**config.mk**
```make
export PLATFORM = sky130hd
export DESIGN_NAME = obd_mode06_response_parser_core
export DESIGN_NICKNAME = d
export VERILOG_FILES = /design/src/rtl/core/obd06_pkg.sv /design/src/rtl/core/obd06_ram.sv /design/src/rtl/core/obd_mode06_response_parser_core.sv
export VERILOG_INCLUDE_DIRS = /design/src /design/src/rtl/core
export SDC_FILE = /design/constraint.sdc
export NUM_CORES = 1
export LEC_CHECK = 0
export BUFFER_PORTS_ARGS = -buffer_cell sky130_fd_sc_hd__buf_2
export CAP_MARGIN = 20
export CORE_AREA = 2 2 305 608
export CTS_BUF_LIST = sky130_fd_sc_hd__clkbuf_8
export DETAILED_ROUTE_END_ITERATION = 7
export DIE_AREA = 0 0 307 610
export GPL_ROUTABILITY_DRIVEN = 0
export GPL_TIMING_DRIVEN = 0
export PLACE_DENSITY = 0.46
export SLEW_MARGIN = 25
export SYNTH_ARGS = -nofsm -noshare
export SYNTH_HDL_FRONTEND = slang
export SYNTH_SLANG_ARGS = --single-unit
```
**constraint.sdc**
```tcl
create_clock -name clk -period 8 [get_ports clk]
set_input_delay 2 -clock clk [delete_from_list [all_inputs] [get_ports clk]]
set_output_delay 2 -clock clk [all_outputs]
set_load 0.01 [all_outputs]
```
**src/rtl/core/obd_mode06_response_parser_core_macros.svh**
```systemverilog
// Assertion macros shared by the response parser RTL.
`ifndef OBD_MODE06_RESPONSE_PARSER_CORE_MACROS_SVH
`define OBD_MODE06_RESPONSE_PARSER_CORE_MACROS_SVH

// Same-cycle implication, checked while out of reset.
`define OBD06_ASSERT_SAME(label, ante, cons, msg) \
    label: assert property (@(posedge clk) disable iff (!rst_n) (ante) |-> (cons)) \
        else $error(msg);

// Next-cycle implication, checked while out of reset.
`define OBD06_ASSERT_NEXT(label, ante, cons, msg) \
    label: assert property (@(posedge clk) disable iff (!rst_n) (ante) |=> (cons)) \
        else $error(msg);

`endif

```
**src/rtl/core/obd06_pkg.sv**
```systemverilog
// Shared constants, status codes and scaling-id lookups for the response parser.
package obd06_pkg;

    // Record limits and store sizing.
    localparam int MAX_RECORDS  = 16;
    localparam int REC_BYTES    = 9;
    localparam int STORE_DEPTH  = MAX_RECORDS * REC_BYTES;
    localparam int ADDR_W       = $clog2(STORE_DEPTH);
    localparam int REC_CNT_W    = $clog2(MAX_RECORDS + 2);
    localparam int PHASE_W      = 4;

    // Field widths of a result.
    localparam int COUNT_W      = 5;
    localparam int STATUS_W     = 2;
    localparam int OUT_TDATA_W  = 88;

    // Protocol constants.
    localparam logic [7:0] HEADER_OK    = 8'h46;
    localparam logic [7:0] UNSIGNED_MIN = 8'h01;
    localparam logic [7:0] UNSIGNED_MAX = 8'h41;

    // Status codes.
    localparam logic [STATUS_W-1:0] ST_OK         = 2'd0;
    localparam logic [STATUS_W-1:0] ST_MALFORMED  = 2'd1;
    localparam logic [STATUS_W-1:0] ST_UNEXPECTED = 2'd2;
    localparam logic [STATUS_W-1:0] ST_TOO_MANY   = 2'd3;

    // Scaling ids whose values are two's complement.
    function automatic logic id_signed(input logic [7:0] id);
        logic r;
        unique case (id)
            8'h81, 8'h82, 8'h83, 8'h84, 8'h85, 8'h86, 8'h87, 8'h8A, 8'h8B,
            8'h8C, 8'h8D, 8'h8E, 8'h90, 8'h96, 8'h99, 8'h9C, 8'h9D, 8'hA8,
            8'hA9, 8'hAD, 8'hAE, 8'hAF, 8'hB0, 8'hB1, 8'hFC, 8'hFD, 8'hFE:
                r = 1'b1;
            default:
                r = 1'b0;
        endcase
        return r;
    endfunction

    // Scaling ids present in the built-in table.
    function automatic logic id_known(input logic [7:0] id);
        return ((id >= UNSIGNED_MIN) && (id <= UNSIGNED_MAX)) || id_signed(id);
    endfunction

endpackage

```
**src/rtl/core/obd06_ram.sv**
```systemverilog
// Generic single-clock RAM with one write port and one registered read port.
module obd06_ram #(
    parameter int WIDTH = 8,
    parameter int DEPTH = 16
) (
    input  logic                     clk,
    input  logic                     we,
    input  logic [$clog2(DEPTH)-1:0] waddr,
    input  logic [WIDTH-1:0]         wdata,
    input  logic [$clog2(DEPTH)-1:0] raddr,
    output logic [WIDTH-1:0]         rdata
);

    logic [WIDTH-1:0] mem [DEPTH];

    // Write port and registered read port.
    always_ff @(posedge clk)
    begin
        if (we)
        begin
            mem[waddr] <= wdata;
        end
        rdata <= mem[raddr];
    end

endmodule

```
**src/rtl/core/obd_mode06_response_parser_core.sv**
```systemverilog
// Error status: it is registered and appears in the cycle after the last byte is taken.
// Record results: each takes nine memory reads, one drain and one check.
// Throughput: one byte per cycle while receiving and the output is free; no byte is taken while records are emitted.
// Reset (rst_n, asynchronous, active low) clears all control state and the output valid.
// The record memory is not cleared; every entry is written before it is read back.
module obd_mode06_response_parser_core
    import obd06_pkg::*;
(
    input  logic                   clk,
    input  logic                   rst_n,
    input  logic                   s_axis_tvalid,
    output logic                   s_axis_tready,
    input  logic [7:0]             s_axis_tdata,  // [7:0] data_byte
    input  logic                   s_axis_tlast,  // last_byte
    input  logic                   s_axis_tuser,  // empty_response
    output logic                   m_axis_tvalid,
    input  logic                   m_axis_tready,
    // [7:0] monitor_id, [15:8] test_id, [23:16] scaling_id, [39:24] test_value,
    // [55:40] lower_limit, [71:56] upper_limit, [72] scale_in_table,
    // [73] value_signed, [74] passed, [76:75] status, [81:77] record_count,
    // [87:82] zero
    output logic [OUT_TDATA_W-1:0] m_axis_tdata,
    output logic                   m_axis_tlast   // last_result
);

`include "obd_mode06_response_parser_core_macros.svh"

    localparam logic [1:0] S_RECV  = 2'd0;
    localparam logic [1:0] S_FETCH = 2'd1;
    localparam logic [1:0] S_DRAIN = 2'd2;
    localparam logic [1:0] S_EVAL  = 2'd3;

    localparam logic [PHASE_W-1:0]   LAST_PHASE = PHASE_W'(REC_BYTES - 1);
    localparam logic [REC_CNT_W-1:0] MAX_REC    = REC_CNT_W'(MAX_RECORDS);

    logic [1:0]             state_reg, state_next;
    logic [7:0]             header_reg, header_next;
    logic                   got_header_reg, got_header_next;
    logic [PHASE_W-1:0]     phase_reg, phase_next;
    logic [REC_CNT_W-1:0]   seen_reg, seen_next;
    logic [ADDR_W-1:0]      wr_ptr_reg, wr_ptr_next;
    logic [ADDR_W-1:0]      rd_ptr_reg, rd_ptr_next;
    logic [PHASE_W-1:0]     byte_cnt_reg, byte_cnt_next;
    logic [REC_CNT_W-1:0]   emit_reg, emit_next;
    logic [REC_CNT_W-1:0]   count_reg, count_next;
    logic                   cap_reg, cap_next;
    logic [8*REC_BYTES-1:0] rec_reg;
    logic                   out_valid_reg, out_valid_next;
    logic [OUT_TDATA_W-1:0] out_data_reg, out_data_next;
    logic                   out_last_reg, out_last_next;

    logic                   accept;
    logic                   out_free;
    logic                   mem_we;
    logic [7:0]             mem_rdata;
    logic [7:0]             hdr_now;
    logic [PHASE_W-1:0]     phase_new;
    logic [REC_CNT_W-1:0]   seen_new;
    logic                   finish;
    logic                   load;

    // Fields of the record held for checking.
    logic [7:0]  f_monitor, f_test, f_sid;
    logic [15:0] f_value, f_min, f_max;
    logic        f_known, f_signed, f_pass;
    logic signed [16:0] n_value, n_min, n_max;

    assign out_free      = !out_valid_reg || m_axis_tready;
    assign s_axis_tready = (state_reg == S_RECV) && out_free;
    assign accept        = s_axis_tvalid && s_axis_tready;
    assign mem_we        = accept && !s_axis_tuser && got_header_reg && (seen_reg < MAX_REC);

    // Record store: one byte per entry, read back in order for emission.
    obd06_ram #(
        .WIDTH (8),
        .DEPTH (STORE_DEPTH)
    ) u_store (
        .clk   (clk),
        .we    (mem_we),
        .waddr (wr_ptr_reg),
        .wdata (s_axis_tdata),
        .raddr (rd_ptr_reg),
        .rdata (mem_rdata)
    );

    // Position in the response once the current byte is counted.
    always_comb
    begin
        hdr_now   = got_header_reg ? header_reg : s_axis_tdata;
        phase_new = phase_reg;
        seen_new  = seen_reg;
        if (got_header_reg)
        begin
            if (phase_reg == LAST_PHASE)
            begin
                phase_new = '0;
                if (seen_reg < REC_CNT_W'(MAX_RECORDS + 1))
                begin
                    seen_new = seen_reg + 1'b1;
                end
            end
            else
            begin
                phase_new = phase_reg + 1'b1;
            end
        end
    end

    // Record field decode and the range test, signed or unsigned as the scaling id gives.
    always_comb
    begin
        f_monitor = rec_reg[71:64];
        f_test    = rec_reg[63:56];
        f_sid     = rec_reg[55:48];
        f_value   = rec_reg[47:32];
        f_min     = rec_reg[31:16];
        f_max     = rec_reg[15:0];
        f_known   = id_known(f_sid);
        f_signed  = id_signed(f_sid);
        n_value   = {f_signed & f_value[15], f_value};
        n_min     = {f_signed & f_min[15], f_min};
        n_max     = {f_signed & f_max[15], f_max};
        f_pass    = f_known && (n_value >= n_min) && (n_value <= n_max);
    end

    assign finish = (emit_reg + 1'b1) == count_reg;
    assign load   = (state_reg == S_EVAL) && out_free;

    // Receive, fetch and emit sequencing.
    always_comb
    begin
        state_next      = state_reg;
        header_next     = header_reg;
        got_header_next = got_header_reg;
        phase_next      = phase_reg;
        seen_next       = seen_reg;
        wr_ptr_next     = wr_ptr_reg;
        rd_ptr_next     = rd_ptr_reg;
        byte_cnt_next   = byte_cnt_reg;
        emit_next       = emit_reg;
        count_next      = count_reg;
        cap_next        = (state_reg == S_FETCH);
        out_valid_next  = out_valid_reg && !m_axis_tready;
        out_data_next   = out_data_reg;
        out_last_next   = out_last_reg;

        unique case (state_reg)
            S_RECV:
            begin
                if (accept)
                begin
                    header_next     = hdr_now;
                    got_header_next = 1'b1;
                    phase_next      = phase_new;
                    seen_next       = seen_new;
                    if (mem_we)
                    begin
                        wr_ptr_next = wr_ptr_reg + 1'b1;
                    end
                    if (s_axis_tuser || s_axis_tlast)
                    begin
                        // Any end of response returns the receive state to reset.
                        header_next     = '0;
                        got_header_next = 1'b0;
                        phase_next      = '0;
                        seen_next       = '0;
                        wr_ptr_next     = '0;
                        out_data_next   = '0;
                        out_last_next   = 1'b1;
                        priority if (s_axis_tuser)
                        begin
                            out_valid_next = 1'b1;
                            out_data_next[76:75] = ST_MALFORMED;
                        end
                        else if (hdr_now != HEADER_OK)
                        begin
                            out_valid_next = 1'b1;
                            out_data_next[76:75] = ST_UNEXPECTED;
                        end
                        else if ((phase_new != '0) || (seen_new == '0))
                        begin
                            out_valid_next = 1'b1;
                            out_data_next[76:75] = ST_MALFORMED;
                        end
                        else if (seen_new > MAX_REC)
                        begin
                            out_valid_next = 1'b1;
                            out_data_next[76:75] = ST_TOO_MANY;
                        end
                        else
                        begin
                            count_next    = seen_new;
                            emit_next     = '0;
                            rd_ptr_next   = '0;
                            byte_cnt_next = '0;
                            state_next    = S_FETCH;
                        end
                    end
                end
            end
            S_FETCH:
            begin
                rd_ptr_next = rd_ptr_reg + 1'b1;
                if (byte_cnt_reg == LAST_PHASE)
                begin
                    byte_cnt_next = '0;
                    state_next    = S_DRAIN;
                end
                else
                begin
                    byte_cnt_next = byte_cnt_reg + 1'b1;
                end
            end
            S_DRAIN:
            begin
                state_next = S_EVAL;
            end
            S_EVAL:
            begin
                if (load)
                begin
                    out_valid_next = 1'b1;
                    out_last_next  = finish;
                    out_data_next  = {6'd0, COUNT_W'(count_reg), ST_OK, f_pass,
                                      f_signed, f_known, f_max, f_min, f_value,
                                      f_sid, f_test, f_monitor};
                    emit_next      = emit_reg + 1'b1;
                    state_next     = finish ? S_RECV : S_FETCH;
                end
            end
            default:
            begin
                state_next = S_RECV;
            end
        endcase
    end

    // Control registers.
    always_ff @(posedge clk or negedge rst_n)
    begin
        if (!rst_n)
        begin
            state_reg      <= S_RECV;
            header_reg     <= '0;
            got_header_reg <= 1'b0;
            phase_reg      <= '0;
            seen_reg       <= '0;
            wr_ptr_reg     <= '0;
            rd_ptr_reg     <= '0;
            byte_cnt_reg   <= '0;
            emit_reg       <= '0;
            count_reg      <= '0;
            cap_reg        <= 1'b0;
            out_valid_reg  <= 1'b0;
        end
        else
        begin
            state_reg      <= state_next;
            header_reg     <= header_next;
            got_header_reg <= got_header_next;
            phase_reg      <= phase_next;
            seen_reg       <= seen_next;
            wr_ptr_reg     <= wr_ptr_next;
            rd_ptr_reg     <= rd_ptr_next;
            byte_cnt_reg   <= byte_cnt_next;
            emit_reg       <= emit_next;
            count_reg      <= count_next;
            cap_reg        <= cap_next;
            out_valid_reg  <= out_valid_next;
        end
    end

    // Payload registers: record assembly and the output transfer.
    always_ff @(posedge clk)
    begin
        if (cap_reg)
        begin
            rec_reg <= {rec_reg[8*REC_BYTES-9:0], mem_rdata};
        end
        out_data_reg <= out_data_next;
        out_last_reg <= out_last_next;
    end

    assign m_axis_tvalid = out_valid_reg;
    assign m_axis_tdata  = out_data_reg;
    assign m_axis_tlast  = out_last_reg;

    // Checks on the sequencing.
    `OBD06_ASSERT_SAME(a_no_write_while_emitting, state_reg != S_RECV, !mem_we,
        "record store written while records are being emitted")
    `OBD06_ASSERT_SAME(a_write_in_range, mem_we, wr_ptr_reg < ADDR_W'(STORE_DEPTH),
        "record store write beyond its depth")
    `OBD06_ASSERT_SAME(a_emit_below_count, state_reg != S_RECV, emit_reg < count_reg,
        "emission index reached the record count")
    `OBD06_ASSERT_NEXT(a_final_returns_idle, load && finish,
        (state_reg == S_RECV) && m_axis_tvalid && m_axis_tlast,
        "final record result did not end emission")

endmodule
```
==> results of run 1 <==
## report_power, final
group	total, mW	internal, mW	leakage (nW)	switching [mW]
Combinational	5.76	1.94	5.38	3.82
Sequential	8.79	8.50	12.6	0.287
Clock	5.20	2.43	2.03	2.76
Total	19.7	12.9	20.0	6.87
## worst max-delay path by stage
stage	cells past startpoint	slack, ns	to
after floorplan	5	0.58	m_axis_tdata[0]$_SDFFCE_PN0P_
after global placement	6	-2.19	m_axis_tdata[47]$_SDFFCE_PN0P_
after detailed placement	6	1.79	u_store.mem[131][4]$_DFFE_PP_
after CTS	6	2.77	u_store.mem[131][4]$_DFFE_PP_
after global routing	7	2.85	u_store.mem[54][0]$_DFFE_PP_
final	10	2.69	u_store.rdata[6]$_DFF_P_
## per-layer routing
layer  vias up  GRT usage (%)
met4         2           17.5
li1      12000              -
met3       489           3.31
met1     15600           19.6
met2      1191           40.8
met5         -              0
## critical path, delay by kind of cell, from the launching register on
kind                   cells  cell delay (ns)
and+or+nand+nor            1             0.81
buffers and inverters      4             2.13
DFF                        1             0.36
AOI/OAI and AO/OA          5             1.81
## synthesized netlist by cell type (27+ instances only)
cell type,count
mux4_2,298
inv_1,57
dfrtp_1,52
o21ai_0,45
nand3_1,44
nand2_1,80
nor2_1,196
and2_1,80
edfxtp_1,1307
clkbuf_1,77
ha_1,46
a21oi_1,51
buf_2,27
mux2i_1,82
## logic make-up (layout without fill, tap and decap cells)
group,after synthesis,count (layout),share of synthesized area [%]
other cells,1,14,0.00690
mux,395,395,14.2
buf+inv,209,685,1.86
xor+xnor,18,18,0.290
compound gates,246,246,3.17
simple gates,504,504,4.55
flops,1367,1367,74.9
fa+ha+maj,46,46,1.06
## through the flow
| stage | util, % | instances |
|---|---|---|
| 6_report | 34.1 | 5627 |
| 3_3_place_gp | 31.6 | 5241 |
| 5_1_grt | 34.1 | 5623 |
| 2_1_floorplan | - | 2791 |
| 3_5_place_dp | 32.2 | 5278 |
| 4_1_cts | 34.1 | 5619 |
## cell type report
type	instances	area (µm²)	share of cell area, %
sequential	1367	40700	65.3
multi-input combinational	1215	12900	20.6
buffer	150	828	1.33
timing repair buffer	135	1350	2.16
clock buffer	199	2740	4.39
inverter	59	221	0.355
antenna	8	20.0	0.0321
tap	2352	2940	4.72
clock inverter	142	686	1.10
==> summary.txt, run 1 <==
Detailed routing
  – Routed WL: 201 mm
  – DRT met1 WL: 60.9 mm
  – Metal3 WL: 9.27 mm
  – Post-DR wirelength/cell: 35.7 µm
  – Via density: around 5.2
  – Met2 WL: ~110 mm
  – Routed vias: slightly below 30000
  – Top layer in use: met5
  – 1st-iter DRT viols: 2791
  – # DRC: 0
  – Post-route ant nets: 0
  – DR pass1 iterations: 5

Placement
  – Place WS: 1.79 ns
  – Hpwl dp: 141 mm
  – Port bufs: 98
  – Placed cell areas: 58900 µm²

Timing
  – Period utilisation layout: 66.4%
  – Clock skew: between 0.06 and 0.07 ns
  – RSZ-0062 raised after global routing: no
  – Slew HR: between 10 and 15%
  – F_max: 0.188 GHz
  – Fin crit period: between 5 and 6 ns
  – Setup TNS: 0 ns
  – WHS: ~0.41 ns
  – # setup viols final: 0
  – Setup slack after layout: 2.69 ns
  – Slew @ Worst Pin: ~1.3 ns
  – Final hold violations: 0
  – Max-slew violations: 0

Logic synthesis
  – Synthesized flop and latch total: about 1400
  – Synth top area share: between 70% and 80%
  – Ys Warns: 0
  – Largest cells by area after synthesis: edfxtp_1 (72%), mux4_2 (12%), dfrtp_1 (2.4%)
  – Fraction of registers with async set/reset: under 10%
  – Most used flip-flop cell after synthesis: edfxtp_1
  – Largest area contributor in the synthesized netlist: edfxtp_1
  – EDFF count, synth: 1307
  – Post-Syn Instances: approximately 2800
  – Yosys cell types: 87
  – Sequential area share after synthesis: between 70% and 80%
  – Mapped Area: ~54000 µm²
  – Syn_area_per_cell: between 15 and 20 µm²

Floorplanning
  – Die Height: 610 µm
  – Die ar.: approximately 190000 µm²
  – Core Box Area: between 150000 and 200000 µm²
  – # IOs: roughly 110
  – Die width: between 300 and 400 µm
  – Initial core utilization: 29.7%
  – FP Rows: 222

Finish
  – Most frequent cells in the layout: edfxtp_1 (1307), mux4_2 (298), clkbuf_8 (199)
  – Area Overhead vs Synth: 14.7%
  – Max reg flops: between 1000 and 1500
  – Share of cells above drive strength 1: between 20% and 30%
  – Filler cell count in the final layout: between 15000 and 20000
  – Final Cell Area: between 60000 and 70000 µm²
  – Nets: ~3200
  – Commonest non-fill, non-tap cell in the layout: edfxtp_1

CTS
  – Cts repair resizes: 0
  – CTS sink cnt: approximately 1400
  – Worst-path clk slew: around 0.07 ns
  – Clock latency on the worst-skew pair: around 0.92 ns
  – H-tree depth: 4
  – Root Buffer: clkbuf_8
  – Clk buf depth: 4
  – CTS tree: done
  – Clock buffer count from CTS: roughly 190
  – Number of setup buffers added after CTS: 0
  – Hold buffers post-CTS: 0

Power and ir drop
  – Peak supply drop: about 0.00016 V
  – Static Leak: roughly 20 nW
  – PwrDens: between 300 and 400 nW/µm²
  – Total Power: approximately 20 mW

Setup path
  – Worst reg2reg path depth: 10
  – Crit path from: rd_ptr_reg[1]$_DFFE_PN0P_
  – Critical path class: flip-flop to flip-flop
  – Type of origin of the critical path: flip-flop
  – Most used cell, CP: buf_2
  – Crit path cell chain: buf_2 -> buf_2 -> buf_2 -> nand3b_1 -> clkbuf_2 -> o221ai_1 -> a21oi_1 -> a22oi_1 -> a32oi_1 -> o31ai_1
  – Slowest stage cell, crit path: nand3b_1
  – Worst R2R Setup Slack: about 2.7 ns
  – Worst R2R Start: rd_ptr_reg[1]$_DFFE_PN0P_
  – WP data arrival: between 6 and 7 ns
  – Worst path max stage delay: 0.81 ns
  – Max FO, Critical Path: 10
  – Crit end category: flip-flop
  – RR Endpoint: u_store.rdata[6]$_DFF_P_
  – Critical path required time: slightly below 9 ns

Outcome
  – Status: finished clean

Worst hold path
  – Hold Path Class: flip-flop to flip-flop
  – Worst hold start: u_store.rdata[3]$_DFF_P_
  – Cells on Worst Hold Path: 0
  – Worst Hold End: rec_reg[3]$_DFFE_PP_

GRT
  – Largest net degree at the start of global routing: 102
  – First-pass GRT wire length: about 270 mm
  – All-Layer GR Usage: between 20% and 30%
  – GRT Residual Overflow: 0
  – Initial antenna violation count: 11
  – Number of global-route vias before repair: approximately 31000

Flow run
  – Max Cap Viol: 0
(Power assumes the default switching activity.)
==> inputs of run 2 (changes only) <==
--- a/config.mk
+++ b/config.mk
@@ -14,7 +14,7 @@
 export DIE_AREA = 0 0 307 610
 export GPL_ROUTABILITY_DRIVEN = 0
 export GPL_TIMING_DRIVEN = 0
-export PLACE_DENSITY = 0.46
+export PLACE_DENSITY = 0.47
 export SLEW_MARGIN = 25
 export SYNTH_ARGS = -nofsm -noshare
 export SYNTH_HDL_FRONTEND = slang
==> constraint.sdc (replaced) <==
create_clock -name clk -period 4.65 [get_ports clk]
set_input_delay 1.1625 -clock clk [delete_from_list [all_inputs] [get_ports clk]]
set_output_delay 1.1625 -clock clk [all_outputs]
set_load 0.01 [all_outputs]
==> run 2 against run 1 <==
The flow now finishes with violations (setup timing); first-iteration DRC count fell by 3.4%; worst setup slack lost 2.7 ns; critical path depth is 1 higher; wire length is 1.8% lower; die area stayed put; clock power up 75%; sequential power increased by 72%; via count decreased by 0.56%; largest power group unchanged.
==> summary.txt, run 2 (same netlist as run 1, synthesis figures left out) <==
Detailed routing
  – Top layer in use: met4
  – Via density: about 5.2
  – DR pass1 iterations: 6
  – 1st-iter DRT viols: 2696
  – Routed vias: 29100
  – # DRC: 0
  – DRT met1 WL: 60.7 mm
  – Met2 WL: 109 mm
  – Post-route ant nets: 0
  – Metal3 WL: roughly 9.7 mm
  – Routed WL: 197 mm
  – Post-DR wirelength/cell: 35.2 µm

Setup path
  – Critical path required time: 5.43 ns
  – Top delay family on crit path: buffers and inverters
  – Most used cell, CP: buf_2
  – Crit end category: flip-flop
  – Crit path cell chain: buf_2 -> buf_2 -> buf_2 -> nand3b_1 -> buf_4 -> clkbuf_2 -> o221ai_1 -> a21oi_1 -> a22oi_2 -> a32oi_1 -> o31ai_1
  – Worst path max stage delay: 0.72 ns
  – Critical path class: flip-flop to flip-flop
  – WP data arrival: 5.48 ns
  – Slowest stage cell, crit path: buf_2
  – Max FO, Critical Path: 10
  – Worst Path Buf+Inv: 5
  – Type of origin of the critical path: flip-flop

Timing
  – Clock skew: just over 0.07 ns
  – Period utilisation layout: 101%
  – F_max: roughly 0.21 GHz
  – Slew HR: between 15 and 20%
  – Slew @ Worst Pin: 1.22 ns
  – Setup slack after layout: -0.0462 ns
  – Setup TNS: -0.0462 ns
  – WHS: approximately 0.29 ns
  – Final hold violations: 0
  – Max-slew violations: 0
  – Fin crit period: around 4.7 ns
  – # setup viols final: 1

CTS
  – Worst-path clk slew: ~0.08 ns
  – Hold buffers post-CTS: 0
  – Clk buf depth: 4
  – CTS tree: done
  – H-tree depth: 4
  – Clock buffer count from CTS: roughly 190
  – Clock latency on the worst-skew pair: about 0.94 ns
  – CTS sink cnt: ~1400
  – Root Buffer: clkbuf_8

Finish
  – Utilization after layout: about a third
  – Final Instance Count excl. Fillers: 5613
  – Final Cell Area: roughly 63000 µm²
  – Share of cells above drive strength 1: a little over a quarter
  – Most frequent cells in the layout: edfxtp_1 (1307), mux4_2 (298), clkbuf_8 (197)
  – Area Overhead vs Synth: 15.0%
  – Max reg flops: between 1000 and 1500
  – Filler cell count in the final layout: 17400
  – Nets: ~3200
  – Commonest non-fill, non-tap cell in the layout: edfxtp_1

Worst hold path
  – Hold Path Class: input port to asynchronous set/reset pin

Power and ir drop
  – Total Power: 34.1 mW
  – Static Leak: 20.1 nW
  – PwrDens: approximately 550 nW/µm²
  – Peak supply drop: 0.000269 V

GRT
  – Initial antenna violation count: 3
  – First-pass GRT wire length: about 260 mm
  – Largest net degree at the start of global routing: between 100 and 150
  – GRT Residual Overflow: 0
  – Number of global-route vias before repair: 30400
  – All-Layer GR Usage: 20.9%

Floorplanning
  – Die ar.: 187000 µm²
  – Die Height: about 610 µm
  – # IOs: ~110
  – Initial core utilization: between 20 and 30%
  – Core Box Area: between 150000 and 200000 µm²
  – Die width: between 300 and 400 µm
  – FP Rows: between 200 and 250

Outcome
  – Status: finished, violations left
  – Failing checks: setup timing

Placement
  – Placed Cells: around 5300
  – Placed cell areas: just under 60000 µm²
  – Hpwl dp: 138 mm
  – Place WS: -0.621 ns
  – Port bufs: just under 100

Flow run
  – Max Cap Viol: 0
[run 2: final timing paths]
kind / startpoint / end / slack (ns) / cells past startpoint
worst max-delay path: rd_ptr_reg[1]$_DFFE_PN0P_ / u_store.rdata[6]$_DFF_P_ / -0.05 / 11
worst min-delay path: rst_n / seen_reg[0]$_DFFE_PN0P_ / 0.29 / 1
worst max register to register: rd_ptr_reg[1]$_DFFE_PN0P_ / u_store.rdata[6]$_DFF_P_ / -0.05 / 11
worst min register to register: u_store.rdata[1]$_DFF_P_ / rec_reg[1]$_DFFE_PP_ / 0.41 / 0
max in group asynchronous: rst_n / cap_reg$_DFF_PN0_ / 3.74 / 1
min in group clk: u_store.rdata[1]$_DFF_P_ / rec_reg[1]$_DFFE_PP_ / 0.41 / 0
[run 2: worst reg2reg max path, stage by stage (launching register included)]
cell	delay [ns]
dfrtp_1	0.36
buf_2	0.26
buf_2	0.46
buf_2	0.73
nand3b_1	0.19
buf_4	0.21
clkbuf_2	0.41
o221ai_1	0.36
a21oi_1	0.13
a22oi_2	0.56
a32oi_1	0.40
o31ai_1	0.49
[run 2: power breakdown]
group | internal (mW) | total [mW] | switching (mW)
Clock | 4.41 | 9.10 | 4.69
Combinational | 3.38 | 9.92 | 6.54
Sequential | 14.6 | 15.1 | 0.470
[run 2: routing by layer]
metal | vias up | GRT usage, %
li1 | 12000 | -
met1 | 15400 | 19.5
met2 | 1231 | 40.1
met3 | 489 | 3.14
met4 | 0 | 16.1
met5 | - | 0
[run 2: timing repair]
action / CTS / global route
gates resized for setup: 7 / 21
pin swaps: 1 / 0
setup endpoints to repair: 26 / 179
buffers inserted: 3 / 0
[run 2: layout make-up]
type                    instances  area, µm²  area share [%]
multi-input cells            1215      12900            20.6
clock buffers                 197       2710            4.34
diodes                          3       7.51          0.0120
inverters                      59        221           0.354
flip-flops and latches       1367      40700            65.1
plain buffers                 150        842            1.35
clock inverters               132        768            1.23
repair buffers                138       1420            2.27
well taps                    2352       2940            4.71
